[config.mk]
export PLATFORM = sky130hd
export DESIGN_NAME = seven_segment_decimal_display_unit
export DESIGN_NICKNAME = d
export VERILOG_FILES = /design/src/sv/sdd_pkg.sv /design/src/sv/seven_segment_decimal_display_unit.sv /design/src/sv/sdd_ctrl.sv /design/src/sv/sdd_dpath.sv
export VERILOG_INCLUDE_DIRS = /design/src /design/src/sv
export SDC_FILE = /design/constraint.sdc
export NUM_CORES = 1
export LEC_CHECK = 0
export ABC_AREA = 1
export BUFFER_PORTS_ARGS = -buffer_cell sky130_fd_sc_hd__buf_2
export CORE_MARGIN = 10
export CORE_UTILIZATION = 39
export DETAILED_ROUTE_END_ITERATION = 6
export PLACE_DENSITY_LB_ADDON = 0.08
export SYNTH_ARGS = -nofsm -noshare
export SYNTH_HDL_FRONTEND = slang
export SYNTH_SLANG_ARGS = --single-unit
export TNS_END_PERCENT = 5
[constraint.sdc]
create_clock -name clk -period 1.95 [get_ports clk]
set_input_delay 0.585 -clock clk [delete_from_list [all_inputs] [get_ports clk]]
set_output_delay 0.585 -clock clk [all_outputs]
set_load 0.02 [all_outputs]
[src/sv/seven_segment_decimal_display_unit_defines.svh]
// ----------------------------------------------------------------------------
// Seven-segment display unit: assertion macros
// Concurrent assertion wrappers; defining ASSERT_OFF leaves them empty.
// ----------------------------------------------------------------------------
`ifndef SEVEN_SEGMENT_DECIMAL_DISPLAY_UNIT_DEFINES_SVH
`define SEVEN_SEGMENT_DECIMAL_DISPLAY_UNIT_DEFINES_SVH

`ifndef ASSERT_OFF

// same-cycle implication
`define SDD_ASSERT_IMP(label, clk, rst_n, ante, cons) \
	label: assert property (@(posedge clk) disable iff (!rst_n) (ante) |-> (cons)) \
		else $error("assertion failed");

// next-cycle implication
`define SDD_ASSERT_NXT(label, clk, rst_n, ante, cons) \
	label: assert property (@(posedge clk) disable iff (!rst_n) (ante) |=> (cons)) \
		else $error("assertion failed");

`else

`define SDD_ASSERT_IMP(label, clk, rst_n, ante, cons)
`define SDD_ASSERT_NXT(label, clk, rst_n, ante, cons)

`endif

`endif

[src/sv/sdd_pkg.sv]
// ----------------------------------------------------------------------------
// sdd_pkg
// Shared constants, glyph table and controller/datapath interface types.
// ----------------------------------------------------------------------------
`timescale 1ns / 1ps

package sdd_pkg;

	localparam int DIGITS_DEF = 8;       // display digits
	localparam int DEC_DIGITS = 8;       // decimal digits kept from a value
	localparam int BIN_W      = 32;
	localparam int BCD_W      = 4 * DEC_DIGITS;
	localparam int CMD_W      = 2;
	localparam int POS_W      = 4;
	localparam int CNT_W      = 4;
	localparam int CODE_W     = 5;
	localparam int SEG_W      = 8;
	localparam int EN_W       = 8;
	localparam int STEP_W     = $clog2(BIN_W);
	localparam int DIG_W      = $clog2(DEC_DIGITS);

	localparam logic [CMD_W-1:0] CMD_SCAN     = 2'd0;
	localparam logic [CMD_W-1:0] CMD_WR_ZERO  = 2'd1;
	localparam logic [CMD_W-1:0] CMD_WR_BLANK = 2'd2;

	localparam logic [CODE_W-1:0] BLANK_CODE = 5'd23;

	// controller -> datapath
	typedef struct packed {
		logic start;   // latch value, position, count
		logic blank;   // leading zeros become blank
		logic shift;   // one double-dabble step
		logic write;   // store one digit
		logic scan;    // load output register, advance scan
	} sdd_cmd_t;

	// datapath -> controller
	typedef struct packed {
		logic conv_last;  // final conversion step
		logic dig_last;   // final digit written
	} sdd_stat_t;

	// active-low glyphs, bit 0 = segment a
	function automatic logic [SEG_W-1:0] glyph(input logic [CODE_W-1:0] code);
		logic [SEG_W-1:0] seg;
		unique case (code)
			5'd0:    seg = 8'hC0;
			5'd1:    seg = 8'hF9;
			5'd2:    seg = 8'hA4;
			5'd3:    seg = 8'hB0;
			5'd4:    seg = 8'h99;
			5'd5:    seg = 8'h92;
			5'd6:    seg = 8'h82;
			5'd7:    seg = 8'hF8;
			5'd8:    seg = 8'h80;
			5'd9:    seg = 8'h90;
			5'd10:   seg = 8'h88;
			5'd11:   seg = 8'h83;
			5'd12:   seg = 8'hC6;
			5'd13:   seg = 8'hA1;
			5'd14:   seg = 8'h86;
			5'd15:   seg = 8'h8E;
			5'd16:   seg = 8'h89;
			5'd17:   seg = 8'hC7;
			5'd18:   seg = 8'hC8;
			5'd19:   seg = 8'h8C;
			5'd20:   seg = 8'hC1;
			5'd21:   seg = 8'hBF;
			5'd22:   seg = 8'h7F;
			5'd23:   seg = 8'hFF;
			default: seg = 8'hFF;
		endcase
		return seg;
	endfunction

endpackage

[src/sv/seven_segment_decimal_display_unit.sv]
// ----------------------------------------------------------------------------
// Timing: a scan tick request gives its result in the output register in the
//   cycle after acceptance; a write request holds the unit busy through the
//   32-step conversion loop and then one buffer store per digit (1..8 digits).
// Throughput: one scan tick per cycle while the unit is idle and the output
//   register is drained; writes bound by the 32-step double-dabble loop plus one buffer store per digit.
// Reset: asynchronous; buffer reads blank, scanning restarts at digit 1.
// ----------------------------------------------------------------------------
// ----------------------------------------------------------------------------
// seven_segment_decimal_display_unit
// Multiplexed common-anode seven-segment display controller for up to eight digits.
// ----------------------------------------------------------------------------
`timescale 1ns / 1ps
`include "seven_segment_decimal_display_unit_defines.svh"

module seven_segment_decimal_display_unit import sdd_pkg::*; #(
	parameter int DIGITS = DIGITS_DEF   // 1..8 display digits
) (
	input  logic        clk,
	input  logic        arst_n,
	// request stream
	input  logic        s_tvalid,
	output logic        s_tready,
	input  logic [47:0] s_tdata,   // command[1:0], position[5:2], digit_count[9:6],
	                               // value[41:10], zero fill[47:42]
	// result stream, one per scan tick
	output logic        m_tvalid,
	input  logic        m_tready,
	output logic [15:0] m_tdata    // digit_enable[7:0], segments[15:8]
);

	// request fields
	logic [CMD_W-1:0] req_cmd;
	logic [POS_W-1:0] req_pos;
	logic [CNT_W-1:0] req_cnt;
	logic [BIN_W-1:0] req_value;

	assign req_cmd   = s_tdata[1:0];
	assign req_pos   = s_tdata[5:2];
	assign req_cnt   = s_tdata[9:6];
	assign req_value = s_tdata[41:10];

	sdd_cmd_t  ctrl_cmd;
	sdd_stat_t dp_stat;

	logic [EN_W-1:0]  digit_enable;
	logic [SEG_W-1:0] segments;

	// Controller: accepts requests only when idle. A scan tick waits only if
	// the output register is still full; writes run the conversion loop.
	sdd_ctrl #(
		.DIGITS(DIGITS)
	) u_ctrl (
		.clk      (clk),
		.arst_n   (arst_n),
		.req_valid(s_tvalid),
		.req_cmd  (req_cmd),
		.req_pos  (req_pos),
		.req_cnt  (req_cnt),
		.out_ready(m_tready),
		.stat     (dp_stat),
		.req_ready(s_tready),
		.out_valid(m_tvalid),
		.cmd      (ctrl_cmd)
	);

	// Datapath: 32-step binary to BCD (low eight decimal digits), then one
	// buffer store per digit, most significant first; glyph lookup on scan.
	sdd_dpath #(
		.DIGITS(DIGITS)
	) u_dpath (
		.clk         (clk),
		.arst_n      (arst_n),
		.cmd         (ctrl_cmd),
		.req_pos     (req_pos),
		.req_cnt     (req_cnt),
		.req_value   (req_value),
		.stat        (dp_stat),
		.digit_enable(digit_enable),
		.segments    (segments)
	);

	assign m_tdata = {segments, digit_enable};

	// ------------------------------------------------------------------
	// checks
	// ------------------------------------------------------------------
	// exactly one digit lit on every offered result
	`SDD_ASSERT_IMP(a_en_onehot, clk, arst_n, m_tvalid, $onehot(m_tdata[7:0]))
	// no new request while converting or storing
	`SDD_ASSERT_IMP(a_busy_stall, clk, arst_n, ctrl_cmd.shift || ctrl_cmd.write, !s_tready)
	// conversion and store phases never overlap
	`SDD_ASSERT_IMP(a_phase_excl, clk, arst_n, ctrl_cmd.shift, !ctrl_cmd.write)
	// an accepted in-range write goes straight into the conversion loop
	`SDD_ASSERT_NXT(a_start_conv, clk, arst_n, ctrl_cmd.start, ctrl_cmd.shift)

endmodule

[src/sv/sdd_ctrl.sv]
// ----------------------------------------------------------------------------
// sdd_ctrl
// Request sequencer: scan ticks straight to the output register, writes through convert/store.
// ----------------------------------------------------------------------------
`timescale 1ns / 1ps

module sdd_ctrl import sdd_pkg::*; #(
	parameter int DIGITS = DIGITS_DEF
) (
	input  logic             clk,
	input  logic             arst_n,
	input  logic             req_valid,
	input  logic [CMD_W-1:0] req_cmd,
	input  logic [POS_W-1:0] req_pos,
	input  logic [CNT_W-1:0] req_cnt,
	input  logic             out_ready,
	input  sdd_stat_t        stat,
	output logic             req_ready,
	output logic             out_valid,
	output sdd_cmd_t         cmd
);

	typedef enum logic [1:0] {ST_IDLE, ST_CONV, ST_WRITE} state_t;

	state_t state_q;
	logic   out_valid_q;
	logic   accept;
	logic   is_write;
	logic   wr_ok;

	assign is_write = (req_cmd == CMD_WR_ZERO) || (req_cmd == CMD_WR_BLANK);
	assign wr_ok    = (req_pos != '0) && (req_pos <= POS_W'(DIGITS)) && (req_cnt != '0);

	// a write never touches the output register, so it may pass a stalled result
	assign req_ready = (state_q == ST_IDLE) &&
		((req_cmd != CMD_SCAN) || !out_valid_q || out_ready);
	assign accept    = req_valid && req_ready;

	always_comb begin
		cmd.start = accept && is_write && wr_ok;
		cmd.blank = (req_cmd == CMD_WR_BLANK);
		cmd.shift = (state_q == ST_CONV);
		cmd.write = (state_q == ST_WRITE);
		cmd.scan  = accept && (req_cmd == CMD_SCAN);
	end

	assign out_valid = out_valid_q;

	always_ff @(posedge clk or negedge arst_n) begin
		if (!arst_n) begin
			state_q     <= ST_IDLE;
			out_valid_q <= 1'b0;
		end else begin
			if (cmd.scan)
				out_valid_q <= 1'b1;
			else if (out_ready)
				out_valid_q <= 1'b0;

			unique case (state_q)
				ST_IDLE: begin
					if (cmd.start)
						state_q <= ST_CONV;
				end
				ST_CONV: begin
					if (stat.conv_last)
						state_q <= ST_WRITE;
				end
				ST_WRITE: begin
					if (stat.dig_last)
						state_q <= ST_IDLE;
				end
				default: state_q <= ST_IDLE;
			endcase
		end
	end

endmodule

[src/sv/sdd_dpath.sv]
// ----------------------------------------------------------------------------
// sdd_dpath
// Double-dabble converter, symbol buffer, scan counter and output register.
// ----------------------------------------------------------------------------
`timescale 1ns / 1ps

module sdd_dpath import sdd_pkg::*; #(
	parameter int DIGITS = DIGITS_DEF
) (
	input  logic             clk,
	input  logic             arst_n,
	input  sdd_cmd_t         cmd,
	input  logic [POS_W-1:0] req_pos,
	input  logic [CNT_W-1:0] req_cnt,
	input  logic [BIN_W-1:0] req_value,
	output sdd_stat_t        stat,
	output logic [EN_W-1:0]  digit_enable,
	output logic [SEG_W-1:0] segments
);

	localparam int IDX_W = (DIGITS > 1) ? $clog2(DIGITS) : 1;

	logic [BIN_W-1:0]  bin_q;
	logic [BCD_W-1:0]  bcd_q;
	logic [BCD_W-1:0]  bcd_adj;
	logic [STEP_W-1:0] step_q;
	logic [DIG_W-1:0]  dig_q;
	logic [POS_W-1:0]  slot_q;
	logic              lead_q;
	logic [CNT_W-1:0]  cnt_sat;
	logic [3:0]        dec;
	logic              dec_blank;
	logic [CODE_W-1:0] wr_code;
	logic [CODE_W-1:0] sym_q [DIGITS];
	logic [IDX_W-1:0]  scan_q;
	logic [EN_W-1:0]   en_q;
	logic [SEG_W-1:0]  seg_q;

	// add 3 to every digit of 5 or more ahead of the shift
	always_comb begin
		for (int i = 0; i < DEC_DIGITS; i++) begin
			if (bcd_q[4*i +: 4] >= 4'd5)
				bcd_adj[4*i +: 4] = bcd_q[4*i +: 4] + 4'd3;
			else
				bcd_adj[4*i +: 4] = bcd_q[4*i +: 4];
		end
	end

	assign cnt_sat   = (req_cnt > CNT_W'(DEC_DIGITS)) ? CNT_W'(DEC_DIGITS) : req_cnt;
	assign dec       = bcd_q[4*dig_q +: 4];
	assign dec_blank = lead_q && (dec == 4'd0);
	assign wr_code   = dec_blank ? BLANK_CODE : {1'b0, dec};

	assign stat.conv_last = (step_q == STEP_W'(BIN_W - 1));
	assign stat.dig_last  = (dig_q == '0);

	// conversion registers: payload, no reset
	always_ff @(posedge clk) begin
		if (cmd.start) begin
			bin_q  <= req_value;
			bcd_q  <= '0;
			step_q <= '0;
			dig_q  <= DIG_W'(cnt_sat - CNT_W'(1));
			slot_q <= req_pos - POS_W'(1);
			lead_q <= cmd.blank;
		end else if (cmd.shift) begin
			// carry out of the top digit is dropped: keeps value mod 10^8
			bcd_q  <= {bcd_adj[BCD_W-2:0], bin_q[BIN_W-1]};
			bin_q  <= {bin_q[BIN_W-2:0], 1'b0};
			step_q <= step_q + STEP_W'(1);
		end else if (cmd.write) begin
			lead_q <= dec_blank;
			slot_q <= slot_q + POS_W'(1);
			dig_q  <= dig_q - DIG_W'(1);
		end
	end

	// symbol buffer, blank after reset; digits past the last position dropped
	always_ff @(posedge clk or negedge arst_n) begin
		if (!arst_n) begin
			for (int i = 0; i < DIGITS; i++)
				sym_q[i] <= BLANK_CODE;
		end else if (cmd.write && (slot_q < POS_W'(DIGITS))) begin
			sym_q[slot_q[IDX_W-1:0]] <= wr_code;
		end
	end

	always_ff @(posedge clk or negedge arst_n) begin
		if (!arst_n) begin
			scan_q <= '0;
		end else if (cmd.scan) begin
			if (scan_q == IDX_W'(DIGITS - 1))
				scan_q <= '0;
			else
				scan_q <= scan_q + IDX_W'(1);
		end
	end

	always_ff @(posedge clk) begin
		if (cmd.scan) begin
			en_q  <= EN_W'(1) << scan_q;
			seg_q <= glyph(sym_q[scan_q]);
		end
	end

	assign digit_enable = en_q;
	assign segments     = seg_q;

endmodule

Yosys cells after proc, flatten, opt, wreduce, memory -nomap -nowiden
Memories as Yosys holds them, arrays and structs flattened. A register that Yosys moved wholly into a read port is not among the register bits.
Index checks and enable logic that the tools add are counted.

storage, ports and cells
  logic and storage cells = 121
  memories = 1
  ROM bits = 256
  input port bits = 52
  register bits = 131

memory list
  memory            words  width  rd ports  clocked after Yosys merged registers in  write ports  line           source
  (name not given)  32     8      1         1                                        0            sdd_pkg.sv:46  unique case (code)

cells by class
  shifts and indexed selects = 2
  magnitude comparators = 14
  eq/ne operators = 10
  bitwise logic cells = 2
  reductions and logical operators = 26
  multiplexer cells = 34
  add/subtract/negate cells = 14

operators with widths
  kind                 number
  $mux 32              2
  $bwmux 40            1
  $mux 4               10
  $ge 4x3->1 const B   8
  $shiftx 32x6->4      1
  $add 4x2->4 const B  7
  $mux 5               4
  $mux 3               6
  $bmux 5 s3           1
  $demux 5 s3          1
  $logic_and 1x1->1    10
  $ge 4x4->1 const B   2
  $not 3->4            2
  $reduce_bool 2->1    4
  $reduce_bool 4->1    2
  $shl 1x3->8 const A  1
  $mux 2               3
  $pmux 2 s3           1
  $sub 3x1->3 const B  2
  $add 5x1->5 const B  1
  $eq 5x5->1 const B   1
  $mux 1               5
  $add 4x1->4 const B  1
  $eq 2x1->1 const B   2
  other kinds (18)     24

Longest topological paths before layout
Gate-level depths: netlist (run 1).

  depth after elaboration = 9
  mapped depth = 16

Hierarchy
A second synthesis (run 1) with hierarchy kept.

second synthesis, totals
  cells, all modules = 948
  area, all modules = 7447.1 um2

modules (own cells, without submodules)
  module     seq. area each (um2)  cells each  area an instance (um2)  instances
  sdd_dpath  3538.4                911         7198.2                  1
  sdd_ctrl   75.1                  37          249.0                   1

Worst setup path after synthesis (run 1)
No wires, ideal clock.

  kind = in2reg
  start point = input port s_tdata[2]
  end point = register u_dpath.bin_q[0] (enable)
  setup slack = -0.444 ns
  stages = 10
  required time = 1.573 ns
  data arrival time = 2.017 ns
  cell sequence = inv_1 ha_1 inv_1 or2_1 nand2_1 nand2_1 nor2_1 nand2_2 nand2_1 buf_2

on the way
  longest elaborated chain between the ends = 5
  elaborated cells on any way between the ends = 6
  those cells by class = order compare: 1; reduce/logical: 5

RTL lines
  item                                             line                                      source
  start: declaration                               seven_segment_decimal_display_unit.sv:24  input logic [47:0] s_tdata,
  $le 4x4->1 or $reduce_bool 4->1 (tied branches)  sdd_ctrl.sv:32                            assign wr_ok = (req_pos != '0) && (req_pos <= POS_W'(DIGITS)) && (req_cnt != '0);
  $logic_and 1x1->1 * (2 in a row)                 sdd_ctrl.sv:32
  $logic_and 1x1->1 *                              sdd_ctrl.sv:40                            cmd.start = accept && is_write && wr_ok;
  $reduce_bool 2->1 (no line) *                    n/a
  end signal: assignment                           sdd_dpath.sv:60                           bin_q <= req_value;
  end signal: assignment                           sdd_dpath.sv:69                           bin_q <= {bin_q[BIN_W-2:0], 1'b0};
  end: declaration                                 sdd_dpath.sv:23                           logic [BIN_W-1:0] bin_q;

Mark *: on every way between the ends. The rest lies on a longest branch, timed or not.
A chain may end at the register's enable or synchronous reset.

Worst setup path in the final report (run 1)
  start point = register u_dpath.scan_q[0]
  end point = register u_dpath.seg_q[0], in the netlist u_dpath.segments[0], data pin

on the way
  longest elaborated chain between the ends = 4

RTL lines
  item                                       line              source
  start: declaration                         sdd_dpath.sv:35   logic [IDX_W-1:0] scan_q;
  start signal: assignment                   sdd_dpath.sv:95   scan_q <= scan_q + IDX_W'(1);
  $not 3->4 (not written as such)            sdd_dpath.sv:102  seg_q <= glyph(sym_q[scan_q]);
  $bmux 5 s3                                 sdd_dpath.sv:102
  $mux 5 (not written as such) (2 in a row)  sdd_dpath.sv:102
  end: declaration                           sdd_dpath.sv:37   logic [SEG_W-1:0] seg_q;

No other way between the ends. The select of a mux whose other input is x is not followed.

==> results of run 1 <==
## stage by stage
step | utilization | std cells
3_3_place_gp | 0.4564 | 1325
6_report | 0.5107 | 1367
2_1_floorplan | - | 972
3_5_place_dp | 0.4564 | 1325
4_1_cts | 0.5097 | 1366
5_1_grt | 0.5107 | 1367
## how the worst max path moves through the flow
stage | cells past startpoint | slack (ns) | start | endpoint
4_1_cts | 14 | -0.03 | u_dpath.scan_q[0] | u_dpath.segments[0]
3_3_place_gp | 16 | -0.44 | s_tdata[3] | u_dpath.dig_q[2]
6_report | 12 | -0.03 | u_dpath.scan_q[0] | u_dpath.segments[0]
2_1_floorplan | 13 | -0.21 | s_tdata[3] | u_dpath.dig_q[1]
3_5_place_dp | 16 | -0.47 | s_tdata[3] | u_dpath.dig_q[2]
5_1_grt | 16 | -0.15 | s_tdata[3] | u_dpath.dig_q[2]
## final cells by class
type | instances | area, µm² | area share
inverter | 118 | 471.7 | 0.04888
clock inverter | 14 | 98.84 | 0.01024
timing repair buffer | 133 | 1028 | 0.1066
clock buffer | 18 | 429.2 | 0.04448
tap | 260 | 325.3 | 0.03371
multi-input combinational | 685 | 3681 | 0.3815
sequential | 139 | 3615 | 0.3746
## critical path, cell delays in order (launching register included)
cell,delay (ns)
dfrtp_2,0.48
buf_12,0.17
nand2_1,0.06
nand3_1,0.11
nand3_2,0.12
nand2_4,0.09
buf_6,0.15
ha_4,0.16
nand3b_1,0.15
nand3_1,0.09
nand2_1,0.06
nand2_1,0.05
nand2_1,0.04
## registers in the layout, summed over array words and instances, names as in the netlist
signal / cells
u_dpath.step_q: 5
u_ctrl.out_valid: 1
u_dpath.digit_enable: 8
u_dpath.lead_q: 1
u_dpath.segments: 8
u_dpath.bcd_q: 32
u_dpath.bin_q: 32
u_dpath.sym_q: 40
u_dpath.scan_q: 3
u_ctrl.state_q: 2
u_dpath.dig_q: 3
u_dpath.slot_q: 4
## power breakdown
part	switching, mW	internal [mW]	total (mW)
clock	1.31	1.62	2.94
sequential	0.480	4.16	4.64
combinational	4.25	3.09	7.33
total	6.04	8.87	14.9
## layer usage
metal	wire, µm	up-vias	global-route usage
met1	9488	2880	0.2062
met4	187	0	0.03749
met2	7848	124	0.2205
met3	836	15	0.04260
met5	0	-	0
li1	-	3337	-
## cell usage in the layout, fill, tap and decap left out, types with 2 or more instances in the layout
master      count
xnor2_1         3
a21oi_1        28
o21ai_0        75
nor2_2          9
inv_6           5
nand3_1        37
o211ai_1        2
ha_4            9
o21ai_1        12
nand3_2        14
nor2_1         47
buf_2          61
clkinvlp_4      6
inv_1         107
nand2_2        16
edfxtp_1       56
o22ai_1         7
clkbuf_16      17
clkinv_4        2
nor3_1         11
buf_6           8
clkinv_2        4
inv_2           6
dfstp_2        32
dfxtp_1        37
o21ai_4         3
xor2_1         17
nand4_1         3
buf_12         10
dfrtp_1        13
nand2_1       348
nand2_4         5
ha_1           25
nand3_4         4
or2_4           2
buf_4          52
## cells in the mapped netlist, types with 3 or more instances
master    instances
nand2_1         365
inv_1           113
o21ai_0          85
edfxtp_1         56
nor2_1           55
nand3_1          53
dfxtp_1          37
ha_1             35
dfstp_2          32
a21oi_1          28
xor2_1           17
dfrtp_1          14
buf_2            12
nor3_1           11
clkbuf_1          9
o22ai_1           7
buf_6             5
inv_2             5
o21ai_1           4
buf_4             3
nand2_2           3
nand4_1           3
xnor2_1           3
## kinds of logic after synthesis
kind of cell,count (synthesis),share of synthesized area
adders and majority gates,35,0.05801
buffers and inverters,149,0.08404
and+or+nand+nor,500,0.2675
DFF,139,0.4787
xor gates and xnor gates,20,0.02321
AOI/OAI and AO/OA,129,0.08851
## repair_timing
action,CTS,global route
gates cloned,3,0
hold buffers,0,0
setup buffers,7,3
endpoints found under the setup margin,11,61
gates resized for setup,91,9
pin swaps,34,13
==> flow_metrics.py, run 1 <==
metrics = {
    "synthesis": {
        "synth_seq_area_share": 0.4787,
        "netlist_area_um2": 7548,
        "yosys_most_used_dff": "edfxtp_1",
        "synth_nets": 1059,
        "async_reset_ff_frac": 0.3309,
        "syn-instance-count": 972,
        "synth_edf_count": 56,
        "yosysWarnings": 0,
        "yosysTopAreaCell": "edfxtp_1",
        "synth_cell_type_count": 36,
        "ys_top_cells_by_area": "edfxtp_1 (22%), nand2_1 (18%), dfstp_2 (11%)",
        "yosys.area.top_type_share": 0.2228,
        "avgSynthCellArea_um2": 7.766,
        "ys_ff_latch": 139,
    },
    "cells_and_area": {
        "syn2layout_area_growth_pct": 27.83,
        "drive_gt1_frac": 0.2484,
        "fill_cells": 1848,
        "num-nets-final": 1181,
        "final_area_um2": 9649,
        "diodes": 0,
    },
    "routing": {
        "avgViaCountPerCell": 4.650,
        "drcViolationCount": 0,
        "dr.first_iter.drc_count": 319,
        "drt_first_pass_iters": 5,
        "wl_per_cell_um": 13.43,
        "dr_total_vias": 6356,
        "drt-total-wl_um": 18360,
        "detail-route-antenna-nets": 0,
    },
    "power": {
        "totalPowerFinal_mw": 14.91,
        "p_per_area_nw_per_um2": 1545,
        "vdd_drop_max_v": 0.0007428,
        "leakage_nw": 4.515,
    },
    "floorplan": {
        "die_w_um": 159.1,
        "rows": 50,
        "initial_core_util": 0.3995,
        "fp.dieH_um": 159.1,
        "core_area_um2": 18890,
        "io_pins": 70,
        "dieArea_um2": 25320,
    },
    "worst_setup_path": {
        "arrival_ns": 2.16,
        "rr_worst_depth": 12,
        "criticalPathCategory": "reg -> reg",
        "start_kind": "register",
        "cp.required_ns": 2.13,
        "critical_path.endpoint_type": "register",
        "r2r-end": "u_dpath.segments[0]",
        "timing.rr.start": "u_dpath.scan_q[0]",
        "rrSetupSlack_ns": -0.03,
        "worstPathMaxFanout": 5,
    },
    "sta": {
        "rsz0062_at_grt": "yes",
        "hold_viol_final": 0,
        "layout_setup_ws_ns": -0.02856,
        "tightest_slew_ns": 0.4768,
        "skew_ns": 0.008624,
        "slew_headroom": 0.6822,
        "setup_viol": 6,
        "max_freq_ghz": 0.5054,
        "whs_ns": 0.1196,
        "fin_crit_sh": 1.015,
        "tns_ns": -0.08806,
        "drv_slew": 0,
        "layout_min_cycle_time_ns": 1.979,
    },
    "global_routing": {
        "track_usage": 0.1482,
        "grt_max_degree": 39,
        "antenna_found_initial": 0,
        "grt_overflow": 0,
        "grt_pass1_wl_um": 31450,
        "grt_pass1_vias": 6291,
    },
    "placed_design": {
        "gp_congestion": 0.8327,
        "placed_cell_area_um2": 8623,
        "dp_hpwl_um": 12900,
        "post-place-ws_ns": -0.4736,
        "io_buffers": 63,
    },
    "clock_network": {
        "clock-sinks": 139,
        "cts_tree": "done",
        "numCtsBuffers": 17,
        "cts_root_buf": "clkbuf_16",
        "clk_path_buf_depth": 2,
        "cts_max_level": 4,
        "path_clk_slew_ns": 0.06,
        "clk_latency_ns": 0.42,
    },
    "run_status": {
        "status": "complete, but fails checks",
        "violations": "negative setup slack",
    },
    "hold_path": {
        "hp-class": "in -> async",
    },
    "run": {
        "maxCapViolations": 0,
    },
}
No activity file was read; power rests on OpenSTA's default activity.
==> run 2, diff against run 1 <==
--- a/config.mk
+++ b/config.mk
@@ -11,7 +11,7 @@
 export CORE_MARGIN = 10
 export CORE_UTILIZATION = 39
 export DETAILED_ROUTE_END_ITERATION = 6
-export PLACE_DENSITY_LB_ADDON = 0.08
+export PLACE_DENSITY = 0.66
 export SYNTH_ARGS = -nofsm -noshare
 export SYNTH_HDL_FRONTEND = slang
 export SYNTH_SLANG_ARGS = --single-unit
==> flow_metrics.py, run 2 (synthesized netlist as in run 1, its figures left out) <==
metrics = {
    "clock_network": {
        "numCtsBuffers": 17,
        "clk_latency_ns": 0.42,
        "cts_root_buf": "clkbuf_16",
        "path_clk_slew_ns": 0.06,
        "cts_tree": "done",
        "clk_path_buf_depth": 2,
        "clock-sinks": 139,
        "cts_max_level": 4,
    },
    "sta": {
        "layout_min_cycle_time_ns": 1.990,
        "layout_setup_ws_ns": -0.04041,
        "fin_crit_sh": 1.021,
        "rsz0062_at_grt": "yes",
        "tightest_slew_ns": 0.4263,
        "hold_viol_final": 0,
        "drv_slew": 0,
        "whs_ns": 0.4234,
        "slew_headroom": 0.7136,
        "setup_viol": 6,
        "skew_ns": 0.008297,
        "max_freq_ghz": 0.5024,
    },
    "global_routing": {
        "grt_pass1_wl_um": 30250,
        "grt_max_degree": 44,
        "track_usage": 0.1409,
        "antenna_found_initial": 0,
        "grt_pass1_vias": 6263,
        "grt_overflow": 0,
    },
    "power": {
        "vdd_drop_max_v": 0.0006633,
        "p_per_area_nw_per_um2": 1540,
        "leakage_nw": 4.510,
        "totalPowerFinal_mw": 14.70,
    },
    "cells_and_area": {
        "fill_cells": 1775,
        "num-nets-final": 1175,
        "largestRegisters": "u_dpath.sym_q x40, u_dpath.bcd_q x32, u_dpath.bin_q x32",
        "final_cell_mix": "nand2_1 (352), inv_1 (105), o21ai_0 (76)",
        "finalNonFillerCells": 1361,
        "layout_commonest_cell": "nand2_1",
        "largest_register": "u_dpath.sym_q",
        "drive_gt1_frac": 0.2398,
        "syn2layout_area_growth_pct": 26.47,
        "final_area_um2": 9547,
        "diodes": 0,
        "largest_reg_flops": 40,
    },
    "worst_setup_path": {
        "critical_path.endpoint_type": "register",
        "worstPathMaxFanout": 6,
        "start_kind": "register",
        "crit_start": "u_dpath.scan_q[0]",
        "cp.required_ns": 2.13,
        "criticalPathCategory": "reg -> reg",
        "rr_worst_depth": 10,
        "timing.rr.start": "u_dpath.scan_q[0]",
        "r2r-end": "u_dpath.segments[1]",
        "rrSetupSlack_ns": -0.04,
        "arrival_ns": 2.17,
    },
    "routing": {
        "met3WireLength_um": 1106,
        "wl_per_cell_um": 13.16,
        "wl_met2_um": 7822,
        "met1Wirelength_um": 8736,
        "drcViolationCount": 0,
        "drt-total-wl_um": 17920,
        "dr_total_vias": 6468,
        "avgViaCountPerCell": 4.752,
        "dr.first_iter.drc_count": 419,
        "detail-route-antenna-nets": 0,
        "top_layer_used": "met4",
        "drt_first_pass_iters": 5,
    },
    "floorplan": {
        "rows": 50,
        "core_area_um2": 18890,
        "die_w_um": 159.1,
        "io_pins": 70,
        "initial_core_util": 0.3995,
        "fp.dieH_um": 159.1,
        "dieArea_um2": 25320,
    },
    "placed_design": {
        "io_buffers": 63,
        "dp_hpwl_um": 12150,
        "placed_cell_area_um2": 8513,
        "gp_congestion": 0.8881,
        "dp.cells": 1319,
    },
    "run": {
        "maxCapViolations": 0,
    },
    "hold_path": {
        "whs_path_depth": 3,
        "hp-start": "s_tdata[32]",
        "min_to": "u_dpath.bin_q[22]",
        "hp-class": "in -> reg",
    },
    "run_status": {
        "violations": "negative setup slack",
        "status": "complete, but fails checks",
    },
}
[run 2: cell count changes in the layout (fill, tap and decap cells not counted), moves of 4 or more]
cell        before  now
buf_12          10    4
nor2_2           9    4
nand2_1        348  352
clkinvlp_4       6    1
inv_4            0    5
nand3_4          4    0
nand2_2         16   11
[run 2: power by group]
| group | internal, mW | switching (mW) | leakage, nW | total (mW) |
|---|---|---|---|---|
| Clock | 1.93 | 1.31 | 0.294 | 3.24 |
| Combinational | 2.79 | 4.03 | 2.84 | 6.82 |
| Sequential | 4.16 | 0.484 | 1.37 | 4.64 |
[run 2: layout make-up]
class / count / area, µm² / share of cell area
flip-flops and latches: 139 / 3615 / 0.3786
multi-input cells: 684 / 3612 / 0.3784
repair buffers: 127 / 922.1 / 0.09659
clock buffers: 21 / 485.5 / 0.05085
inverters: 118 / 476.7 / 0.04993
well taps: 260 / 325.3 / 0.03408
clock inverters: 11 / 103.9 / 0.01088
repair inverters: 1 / 6.256 / 0.0006553
[run 2: worst max path at each step]
stage,to,slack [ns],depth (start not counted)
CTS,u_dpath.segments[0],-0.009,14
global placement,u_dpath.dig_q[2],-0.45,16
floorplan,u_dpath.dig_q[1],-0.21,13
global route,u_dpath.segments[0],-0.17,12
finish,u_dpath.segments[1],-0.04,10
detailed placement,u_dpath.dig_q[2],-0.50,16
[run 2: worst max-delay path, stage by stage (launching register included)]
cell and delay (ns):
dfrtp_2 0.50, buf_8 0.18, nand2_1 0.07, nand3_2 0.09
nand2_4 0.06, o21ai_4 0.31, ha_4 0.27, nand3_2 0.09
nand2_1 0.05, nand3_1 0.08, nand2_1 0.05
[run 2: layer usage]
metal / global-route usage / up-vias
li1: - / 3328
met1: 0.1919 / 2960
met2: 0.2066 / 157
met3: 0.04570 / 23
met4: 0.04465 / 0
met5: 0 / -
[run 2: through the flow]
stage / TNS [ns] / setup slack, ns / util
detailed placement: -41.49 / -0.4992 / 0.4506
floorplan: -4.571 / -0.2074 / -
finish: -0.1475 / -0.04041 / 0.5053
global placement: -36.06 / -0.4527 / 0.4506
global route: -1.200 / -0.1674 / 0.5053
CTS: -0.01783 / -0.008649 / 0.4872
[run 2: timing repair]
action / CTS / global route
hold endpoints to repair: 3 / 0
setup buffers: 3 / 4
gates cloned: 1 / 2
pin swaps: 9 / 31
hold buffers: 1 / 0
gates resized for setup: 24 / 77
setup endpoints to repair: 12 / 120
